[config.mk]
export PLATFORM = sky130hd
export DESIGN_NAME = symbol_width_converter
export DESIGN_NICKNAME = d
export VERILOG_FILES = /design/src/rtl/swc_pkg.sv /design/src/rtl/swc_front.sv /design/src/rtl/swc_fifo.sv /design/src/rtl/swc_back.sv /design/src/rtl/symbol_width_converter.sv
export SDC_FILE = /design/constraint.sdc
export NUM_CORES = 1
export LEC_CHECK = 0
export BUFFER_PORTS_ARGS = -buffer_cell sky130_fd_sc_hd__buf_2
export CORE_UTILIZATION = 50
export DETAILED_ROUTE_END_ITERATION = 7
export HOLD_SLACK_MARGIN = 0.06
export PLACE_DENSITY = 0.82
export SYNTH_ARGS = -nofsm -noshare
export SYNTH_HDL_FRONTEND = slang
export SYNTH_SLANG_ARGS = --single-unit
export TNS_END_PERCENT = 50
[constraint.sdc]
create_clock -name clk_i -period 8.9 [get_ports clk_i]
set_input_delay 0.445 -clock clk_i [delete_from_list [all_inputs] [get_ports clk_i]]
set_output_delay 0.445 -clock clk_i [all_outputs]
set_load 0.01 [all_outputs]
[src/rtl/swc_pkg.sv]
package swc_pkg;

  // widths of the symbol fields
  localparam int unsigned SYM_W     = 8;
  localparam int unsigned WID_W     = 4;
  localparam int unsigned MAX_WIDTH = 8;

  // queue between front and back
  localparam int unsigned QDEPTH = 2;
  localparam int unsigned QPTR_W = $clog2(QDEPTH);
  localparam int unsigned QCNT_W = $clog2(QDEPTH + 1);

  // register indexes
  localparam logic REG_IN_WIDTH  = 1'b0;
  localparam logic REG_OUT_WIDTH = 1'b1;

  // one queued job: a word and how to emit it
  typedef struct packed {
    logic [SYM_W-1:0] word;
    logic [WID_W-1:0] nres;     // results to emit, 1..8
    logic [WID_W-1:0] wo;       // slice width when splitting
    logic             pass;     // emit word unchanged
    logic             blk_end;
  } swc_entry_t;

  // out-of-range widths: 0 acts as 1, above max acts as max
  function automatic logic [WID_W-1:0] clamp_f(input logic [WID_W-1:0] w);
    logic [WID_W-1:0] r;
    r = w;
    if (w == '0) begin
      r = WID_W'(1);
    end else if (w > WID_W'(MAX_WIDTH)) begin
      r = WID_W'(MAX_WIDTH);
    end
    return r;
  endfunction

  // truncated big/small for widths 1..8: largest k with k*small <= big
  function automatic logic [WID_W-1:0] ratio_f(input logic [WID_W-1:0] big,
                                                input logic [WID_W-1:0] small_w);
    logic [WID_W-1:0] r;
    logic [7:0]       prod;
    r = WID_W'(1);
    for (int k = 1; k <= MAX_WIDTH; k++) begin
      prod = 8'(small_w) * 8'(k);
      if (prod <= 8'(big)) begin
        r = WID_W'(k);
      end
    end
    return r;
  endfunction

  // low w bits set, w in 1..8
  function automatic logic [SYM_W-1:0] mask_f(input logic [WID_W-1:0] w);
    logic [WID_W-1:0] sh;
    sh = WID_W'(SYM_W) - w;
    return {SYM_W{1'b1}} >> sh;
  endfunction

endpackage

[src/rtl/swc_front.sv]
module swc_front (
  input  logic                     clk_i,
  input  logic                     rst_ni,
  input  logic [swc_pkg::WID_W-1:0] in_width_i,
  input  logic [swc_pkg::WID_W-1:0] out_width_i,
  input  logic                     cfg_clr_i,
  input  logic                     in_valid_i,
  output logic                     in_stall_o,
  input  logic [swc_pkg::SYM_W-1:0] symbol_in_i,
  input  logic                     block_end_in_i,
  input  logic                     q_full_i,
  output logic                     push_o,
  output swc_pkg::swc_entry_t      push_entry_o
);
  import swc_pkg::*;

  logic [SYM_W-1:0] gword_q, gword_d;
  logic [2:0]       gcnt_q, gcnt_d;

  logic [WID_W-1:0] wi, wo, ratio, cnt_eff, new_cnt, sh_n;
  logic [SYM_W-1:0] word_eff, new_word, piece;
  logic [7:0]       sh;
  logic             mode_eq, mode_split, complete, accept;

  // classify by clamped widths
  always_comb begin
    wi         = clamp_f(in_width_i);
    wo         = clamp_f(out_width_i);
    mode_eq    = (wi == wo);
    mode_split = (wi > wo);
    ratio      = mode_split ? ratio_f(wi, wo) : ratio_f(wo, wi);
  end

  // gather path; a stale count restarts the group
  always_comb begin
    if (WID_W'(gcnt_q) >= ratio) begin
      cnt_eff  = '0;
      word_eff = '0;
    end else begin
      cnt_eff  = WID_W'(gcnt_q);
      word_eff = gword_q;
    end
    sh_n     = ratio - cnt_eff - WID_W'(1);
    sh       = 8'(sh_n) * 8'(wi);
    piece    = symbol_in_i & mask_f(wi);
    new_word = word_eff | (piece << sh);
    new_cnt  = cnt_eff + WID_W'(1);
    complete = (new_cnt == ratio);
  end

  assign in_stall_o = q_full_i;
  assign accept     = in_valid_i && !q_full_i;

  // queue entry for this beat
  always_comb begin
    push_entry_o.blk_end = block_end_in_i;
    push_entry_o.wo      = wo;
    if (mode_eq) begin
      push_entry_o.word = symbol_in_i;
      push_entry_o.nres = WID_W'(1);
      push_entry_o.pass = 1'b1;
      push_o            = accept;
    end else if (mode_split) begin
      push_entry_o.word = symbol_in_i;
      push_entry_o.nres = ratio;
      push_entry_o.pass = 1'b0;
      push_o            = accept;
    end else begin
      push_entry_o.word = new_word;
      push_entry_o.nres = WID_W'(1);
      push_entry_o.pass = 1'b1;
      push_o            = accept && complete;
    end
  end

  // gatherer update
  always_comb begin
    gword_d = gword_q;
    gcnt_d  = gcnt_q;
    if (cfg_clr_i) begin
      gword_d = '0;
      gcnt_d  = '0;
    end else if (accept && !mode_eq && !mode_split) begin
      if (complete || block_end_in_i) begin
        gword_d = '0;
        gcnt_d  = '0;
      end else begin
        gword_d = new_word;
        gcnt_d  = new_cnt[2:0];
      end
    end
  end

  always_ff @(posedge clk_i or negedge rst_ni) begin
    if (!rst_ni) begin
      gword_q <= '0;
      gcnt_q  <= '0;
    end else begin
      gword_q <= gword_d;
      gcnt_q  <= gcnt_d;
    end
  end

endmodule

[src/rtl/swc_fifo.sv]
module swc_fifo (
  input  logic                clk_i,
  input  logic                rst_ni,
  input  logic                push_i,
  input  swc_pkg::swc_entry_t push_entry_i,
  output logic                full_o,
  input  logic                pop_i,
  output logic                empty_o,
  output swc_pkg::swc_entry_t pop_entry_o
);
  import swc_pkg::*;

  swc_entry_t        mem_q [QDEPTH];
  logic [QPTR_W-1:0] wr_q, wr_d, rd_q, rd_d;
  logic [QCNT_W-1:0] cnt_q, cnt_d;

  assign full_o      = (cnt_q == QCNT_W'(QDEPTH));
  assign empty_o     = (cnt_q == '0);
  assign pop_entry_o = mem_q[rd_q];

  // pointers and fill level
  always_comb begin
    wr_d  = wr_q;
    rd_d  = rd_q;
    cnt_d = cnt_q;
    if (push_i) begin
      wr_d = (wr_q == QPTR_W'(QDEPTH - 1)) ? '0 : wr_q + QPTR_W'(1);
    end
    if (pop_i) begin
      rd_d = (rd_q == QPTR_W'(QDEPTH - 1)) ? '0 : rd_q + QPTR_W'(1);
    end
    if (push_i && !pop_i) begin
      cnt_d = cnt_q + QCNT_W'(1);
    end else if (pop_i && !push_i) begin
      cnt_d = cnt_q - QCNT_W'(1);
    end
  end

  always_ff @(posedge clk_i or negedge rst_ni) begin
    if (!rst_ni) begin
      wr_q  <= '0;
      rd_q  <= '0;
      cnt_q <= '0;
    end else begin
      wr_q  <= wr_d;
      rd_q  <= rd_d;
      cnt_q <= cnt_d;
    end
  end

  // storage
  always_ff @(posedge clk_i) begin
    if (push_i) begin
      mem_q[wr_q] <= push_entry_i;
    end
  end

endmodule

[src/rtl/swc_back.sv]
module swc_back (
  input  logic                     clk_i,
  input  logic                     rst_ni,
  input  logic                     q_empty_i,
  input  swc_pkg::swc_entry_t      q_entry_i,
  output logic                     pop_o,
  output logic                     out_valid_o,
  input  logic                     out_stall_i,
  output logic [swc_pkg::SYM_W-1:0] symbol_out_o,
  output logic                     run_last_o,
  output logic                     block_end_out_o
);
  import swc_pkg::*;

  swc_entry_t       cur_q, cur_d;
  logic [WID_W-1:0] rem_q, rem_d, rem_m1;
  logic             busy_q, busy_d, accept, last;
  logic [7:0]       sh;

  assign accept = busy_q && !out_stall_i;
  assign last   = (rem_q == WID_W'(1));
  assign pop_o  = !q_empty_i && (!busy_q || (accept && last));

  // slice select, top part first
  always_comb begin
    rem_m1 = rem_q - WID_W'(1);
    sh     = 8'(rem_m1) * 8'(cur_q.wo);
    if (cur_q.pass) begin
      symbol_out_o = cur_q.word;
    end else begin
      symbol_out_o = (cur_q.word >> sh) & mask_f(cur_q.wo);
    end
  end

  assign out_valid_o     = busy_q;
  assign run_last_o      = last;
  assign block_end_out_o = last && cur_q.blk_end;

  // beat counter and job load
  always_comb begin
    cur_d  = cur_q;
    rem_d  = rem_q;
    busy_d = busy_q;
    if (pop_o) begin
      cur_d  = q_entry_i;
      rem_d  = q_entry_i.nres;
      busy_d = 1'b1;
    end else if (accept) begin
      if (last) begin
        busy_d = 1'b0;
      end else begin
        rem_d = rem_m1;
      end
    end
  end

  always_ff @(posedge clk_i or negedge rst_ni) begin
    if (!rst_ni) begin
      busy_q <= 1'b0;
      rem_q  <= '0;
    end else begin
      busy_q <= busy_d;
      rem_q  <= rem_d;
    end
  end

  always_ff @(posedge clk_i) begin
    cur_q <= cur_d;
  end

endmodule

[src/rtl/symbol_width_converter.sv]
// A completing input beat is stored in the queue, then loaded into the output stage.
// Throughput: one result beat per cycle while out_stall_i is low; an input that splits
// into N results holds the output stage for N slices, emitted one per cycle.
// Equal widths and gathering sustain one input beat per cycle unless the output stalls.
// Reset: in_width 1, out_width 8, gatherer, queue and output stage empty.
module symbol_width_converter (
  input  logic                      clk_i,
  input  logic                      rst_ni,
  // config port
  input  logic                      psel,
  input  logic                      penable,
  input  logic                      pwrite,
  input  logic [2:0]                paddr,
  input  logic [31:0]               pwdata,
  output logic [31:0]               prdata,
  output logic                      pready,
  // input channel
  input  logic                      in_valid_i,
  output logic                      in_stall_o,
  input  logic [swc_pkg::SYM_W-1:0] symbol_in_i,
  input  logic                      block_end_in_i,
  // output channel
  output logic                      out_valid_o,
  input  logic                      out_stall_i,
  output logic [swc_pkg::SYM_W-1:0] symbol_out_o,
  output logic                      run_last_o,
  output logic                      block_end_out_o
);
  import swc_pkg::*;

  logic [WID_W-1:0] in_width_q, in_width_d, out_width_q, out_width_d;
  logic             wr_en;
  logic             push, pop, q_full, q_empty;
  swc_entry_t       push_entry, pop_entry;

  // register file
  assign pready = 1'b1;
  assign wr_en  = psel && penable && pwrite;

  always_comb begin
    in_width_d  = in_width_q;
    out_width_d = out_width_q;
    if (wr_en) begin
      case (paddr[2])
        REG_IN_WIDTH:  in_width_d  = pwdata[WID_W-1:0];
        REG_OUT_WIDTH: out_width_d = pwdata[WID_W-1:0];
        default:       ;
      endcase
    end
  end

  always_comb begin
    case (paddr[2])
      REG_IN_WIDTH:  prdata = 32'(in_width_q);
      REG_OUT_WIDTH: prdata = 32'(out_width_q);
      default:       prdata = '0;
    endcase
  end

  always_ff @(posedge clk_i or negedge rst_ni) begin
    if (!rst_ni) begin
      in_width_q  <= WID_W'(1);
      out_width_q <= WID_W'(8);
    end else begin
      in_width_q  <= in_width_d;
      out_width_q <= out_width_d;
    end
  end

  swc_front u_front (
    .clk_i          (clk_i),
    .rst_ni         (rst_ni),
    .in_width_i     (in_width_q),
    .out_width_i    (out_width_q),
    .cfg_clr_i      (wr_en),
    .in_valid_i     (in_valid_i),
    .in_stall_o     (in_stall_o),
    .symbol_in_i    (symbol_in_i),
    .block_end_in_i (block_end_in_i),
    .q_full_i       (q_full),
    .push_o         (push),
    .push_entry_o   (push_entry)
  );

  swc_fifo u_fifo (
    .clk_i        (clk_i),
    .rst_ni       (rst_ni),
    .push_i       (push),
    .push_entry_i (push_entry),
    .full_o       (q_full),
    .pop_i        (pop),
    .empty_o      (q_empty),
    .pop_entry_o  (pop_entry)
  );

  swc_back u_back (
    .clk_i           (clk_i),
    .rst_ni          (rst_ni),
    .q_empty_i       (q_empty),
    .q_entry_i       (pop_entry),
    .pop_o           (pop),
    .out_valid_o     (out_valid_o),
    .out_stall_i     (out_stall_i),
    .symbol_out_o    (symbol_out_o),
    .run_last_o      (run_last_o),
    .block_end_out_o (block_end_out_o)
  );

endmodule
**Word level (Yosys, flattened, before mapping)**

Memories as Yosys holds them, arrays and structs flattened.
Index checks and enable logic that the tools add are counted.

- Input port bits: 51
- Memory bits (writable): 36
- Logic and storage cells: 145
- Output and inout bits: 45
- Flip-flop bits (word level): 42
- Memories: 1

- Shifts and indexed selects: 4
- Mux-type cells: 47
- Bitwise operators: 4
- $lt $le $gt $ge: 18
- $add $sub $neg: 10
- Eq/ne operators: 5
- Reduce and logical (&&, ||, !) cells: 33
- Multipliers: 10

Memory list:

| name | words | bits a word | read ports | clocked after memory_dff | write ports | RTL line | source |
|---|---|---|---|---|---|---|---|
| u_fifo.mem_q | 2 | 18 | 1 | 0 | 1 | swc_fifo.sv:13 | `swc_entry_t mem_q [QDEPTH];` |

Operators with widths:

| operator | number |
|---|---|
| one-hot mux 32 bit (2 select lines) | 1 |
| <= comparator 7 x 4 -> 1 bit | 8 |
| two-way mux 4 bit | 10 |
| two-way mux 8 bit | 5 |
| two-way mux 3 bit | 12 |
| multiplier 4 x 3 -> 7 bit, second input constant | 4 |
| <= comparator 6 x 4 -> 1 bit | 4 |
| multiplier 4 x 2 -> 6 bit, second input constant | 4 |
| two-way mux 12 bit | 2 |
| AND 8 bit | 2 |
| multiplier 4 x 4 -> 8 bit | 2 |
| right shift 8 x 4 -> 8 bit, first input constant | 2 |
| logical AND 1 bit | 12 |
| two-way mux 2 bit | 6 |
| two-way mux 1 bit | 11 |
| <= comparator 5 x 4 -> 1 bit | 2 |
| == test 4 bit | 2 |
| > comparator 4 bit, second input constant | 2 |
| zero test 1 bit | 8 |
| zero test 4 bit | 2 |
| OR 8 bit | 1 |
| AND reduction 2 bit | 4 |
| nonzero test 2 bit | 4 |
| << shifter 8 x 8 -> 8 bit | 1 |
| 16 further kinds | 20 |

**Depth between registers and ports, before layout**

- Depth in word-level cells: 23
- Mapped depth: 41
- Mapped depth without buffers: 39

**Modules after synthesis**

Synthesis repeated with hierarchy kept, for this count alone.

- Cells, all modules: 733
- Area, all modules: 7,359.6 um2

Modules (own cells, without submodules):

| module | cells an instance | sequential area each (um2) | area each (um2) | times used |
|---|---|---|---|---|
| swc_front | 451 | 275.3 | 3,612.2 | 1 |
| swc_back | 156 | 545.5 | 1,606.5 | 1 |
| swc_fifo | 72 | 1,181.1 | 1,535.2 | 1 |
| symbol_width_converter | 54 | 202.7 | 605.6 | 1 |

**Least setup slack after synthesis**

Ideal clock, no wire load.

- Path kind: register to register
- Start: reg out_width_q[2]
- End: mem u_fifo.mem_q[0][14] (netlist name) (data pin)
- Path buffers: 2
- Arrival time: 8,513 ps
- Clock period less this slack: 8,646 ps
- Required time: 8,766 ps
- Stages on the path, launching flop included: 39
- Slack: 254 ps
- Setup time: 134 ps
- Cells stage by stage: dfrtp_1 > buf_2 > o21ba_2 > nor2_1 > inv_1 > fa_1 > inv_1 > ha_1 > fa_1 > ha_1 > a211o_1 > a21oi_1 > o221ai_1 > and3_2 > a21bo_2 > and3_1 > inv_1 > ha_1 > [... 3 more ...] > buf_6 > nand2_1 > ha_1 > fa_1 > xnor2_1 > nand2b_1 > fa_1 > inv_1 > fa_1 > ha_1 > o21a_1 > nor3_1 > a211oi_1 > o31ai_1 > o2111ai_1 > nand2b_1 > o41ai_1 > mux2_2

RTL lines:

| what | RTL line | source |
|---|---|---|
| start: declaration | symbol_width_converter.sv:31 | `logic [WID_W-1:0] in_width_q, in_width_d, out_width_q, out_width_d;` |
| start signal: assignment | symbol_width_converter.sv:66 | `out_width_q <= out_width_d;` |
| end: declaration | swc_fifo.sv:13 |  |

==> reports/metrics.csv <==
stage,metric,value,unit
outcome,status,completed,
route,wirelength,16000,um
setup_path,rr_worst_depth,37,
job,drv_cap,0,
setup_path,crit_fanout,6,
setup_path,rr_endpoint,u_fifo.mem_q[0][11],
synthesis,synth_area_per_cell,9.69,um2
sta,timing_max_transition_violations_final,0,
setup_path,cp_slowest_stage_delay,480,ps
setup_path,crit_slowest_cell,fa_1,
finish,nets,949,
sta,worst_pin_slew,1260,ps
global_route,grt_pass1_vias,5397,
synthesis,ys_warn_count,0,
global_route,overflow,0,
synthesis,ys_types,84,
finish,synthToLayoutAreaGrowth,11.0,%
synthesis,yosysMostFrequentCell,ha_1,
floorplan,start_util,51.6,%
cts,cts_hold_buffers,0,
finish,drive_gt1_share,20.7,%
cts,cts-root-buf,clkbuf_16,
synthesis,netlist.area_leader.share,20.9,%
sta,relSlewSlack,15.9,%
finish,antenna_cells,0,
sta,period_needed,8670,ps
setup_path,ff2ff_setup_slack,230,ps
setup_path,crit_type,register to register,
place,portBuffers,36,
synthesis,async_flop_share,35.9,%
route,routedWlPerCell,16.4,um
floorplan,die_w,122,um
place,dp_hpwl,11900,um
route,first_pass_iters,5,
sta,setup_violations,0,
cts,h-tree-depth,3,
setup_path,cpMostUsedCell,fa_1,
cts,clk_pin_slew_worst_paths,70,ps
synthesis,synth-seq-cells,78,
synthesis,ys.flop_type,edfxtp_1,
synthesis,yosys-top-cells-area,"edfxtp_1 (21%), ha_1 (17%), dfrtp_1 (9.0%)",
setup_path,end_kind,register,
setup_path,arrival,8830,ps
synthesis,ys_seq_area_share,30.6,%
floorplan,fp.dieArea,14900,um2
floorplan,ios,96,
synthesis,synth_edf_count,50,
floorplan,core-area,13900,um2
cts,clkSinkCount,78,
cts,cts_buffers,9,
cts,cts_tree,yes,
route,antenna_left,0,
min_path,min_path_type,input port to asynchronous set/reset pin,
sta,period_share,97.4,%
setup_path,crit_required,9060,ps
global_route,antenna_found_initial,0,
global_route,grt_usage,22.1,%
sta,report.final.hold_viol_count,0,
setup_path,cp-startpoint,out_width_q[2],
place,dpl-instance-area,7510,um2
setup_path,startpoint_type,register,
route,post-route-drc-count,0,
global_route,grt_pass1_wl,26000,um
route,drt-vias-per-instance,5.87,
place,gp_congestion,0.881,
floorplan,rows,43,
synthesis,synth_largest_area_cell,edfxtp_1,
setup_path,timing.rr.start,out_width_q[2],
route,drt_iter0_markers,376,
synthesis,synth.cell_area,7190,um2
floorplan,die_y,122,um
synthesis,synth_commonest_cells,"ha_1 (95), nor2_1 (62), edfxtp_1 (50)",
cts,clk_latency,340,ps
cts,clockBufferDepth,2,
synthesis,synthesis.instances,742,
finish,fin_area,7990,um2
sta,fmax,115,MHz
route,via_count,5712,
sta,skew,12.5,ps
global_route,grt_max_degree,29,
==> kinds of logic (layout without fill, tap and decap cells) <==
| kind of cell | Yosys count | after routing | synth area share (%) |
|---|---|---|---|
| simple gates | 203 | 203 | 14.2 |
| xor+xnor | 18 | 18 | 2.19 |
| mux | 45 | 45 | 6.82 |
| buf+inv | 103 | 127 | 7.25 |
| fa+ha+maj | 111 | 111 | 20.8 |
| flops | 78 | 78 | 30.6 |
| compound gates | 182 | 182 | 17.9 |
| other cells | 2 | 29 | 0.104 |
==> sequential cells by signal (all words and copies together) (netlist names) <==
| register | count |
|---|---|
| out_width_q | 4 |
| u_back.out_valid_o | 1 |
| u_back.rem_q | 4 |
| u_front.gcnt_q | 3 |
| u_front.gword_q | 8 |
| u_fifo.cnt_q | 2 |
| u_fifo.mem_q | 36 |
| u_back.cur_q | 14 |
| in_width_q | 4 |
| u_fifo.wr_q | 1 |
| u_fifo.rd_q | 1 |
==> cells in the final DEF (no fill, tap or decap), types with 21 or more instances in the layout <==
cell | Yosys | final
ha_1 | 95 | 92
dfrtp_1 | 26 | 24
buf_2 | 3 | 36
mux2_2 | 32 | 30
a21oi_1 | 39 | 33
conb_1 | 2 | 29
edfxtp_1 | 50 | 50
nand2_1 | 42 | 41
nor2_1 | 62 | 60
o21ai_0 | 30 | 30
inv_1 | 49 | 48
buf_4 | 29 | 21
==> layer usage <==
metal	global-route usage [%]	routed length, um	share of wire, %	vias up
met4	5.86	140	0.88	0
met1	29.2	6980	44	2751
met3	3.89	922	5.8	14
met5	0	0	0	-
li1	-	-	-	2754
met2	37.0	7930	50	193
==> metrics by stage <==
stage | cells | utilization [%] | setup slack (ps) | hold WS (ps) | TNS [ps]
final | 973 | 57.3 | 229 | 136 | 0
after CTS | 969 | 56.1 | -50.4 | 150 | -264
after global placement | 953 | 53.9 | 157 | 484 | 0
after floorplan | 769 | - | 254 | 149 | 0
after global routing | 973 | 57.3 | -59.9 | 179 | -294
after detailed placement | 953 | 53.9 | -119 | 484 | -396
==> area by class of cell <==
cell class                      instances  area (um2)
Fill cell                            1171        5950
Clock inverter                          7        65.1
Inverter                               53         200
Timing Repair Buffer                   58         349
Tap cell                              180         225
Multi-Input combinational cell        588        4710
Clock buffer                            9         225
Sequential cell                        78        2210
==> worst max path at each step <==
stage,to
floorplan,u_fifo.mem_q[0][14]
global placement,u_fifo.mem_q[0][10]
detailed placement,u_fifo.mem_q[1][10]
CTS,u_fifo.mem_q[1][11]
global route,u_fifo.mem_q[1][11]
finish,u_fifo.mem_q[0][11]
==> critical path, delay by kind of cell, from the launching register on <==
family	cells	cell delay (ps)
XOR/XNOR	1	190
AO/OA/AOI/OAI	13	2610
AND/OR/NAND/NOR	9	1550
flip-flops	1	440
buffers and inverters	4	250
adder cells (fa/ha/maj)	10	3410
==> timing repair <==
item                       CTS  global route
setup endpoints to repair    6            24
pin swaps                    0             5
gates resized for setup      3            32
buffers inserted             0             4
Power is not shown: default switching activity piles up to over one toggle a cycle in this logic, so the estimate is an artifact.
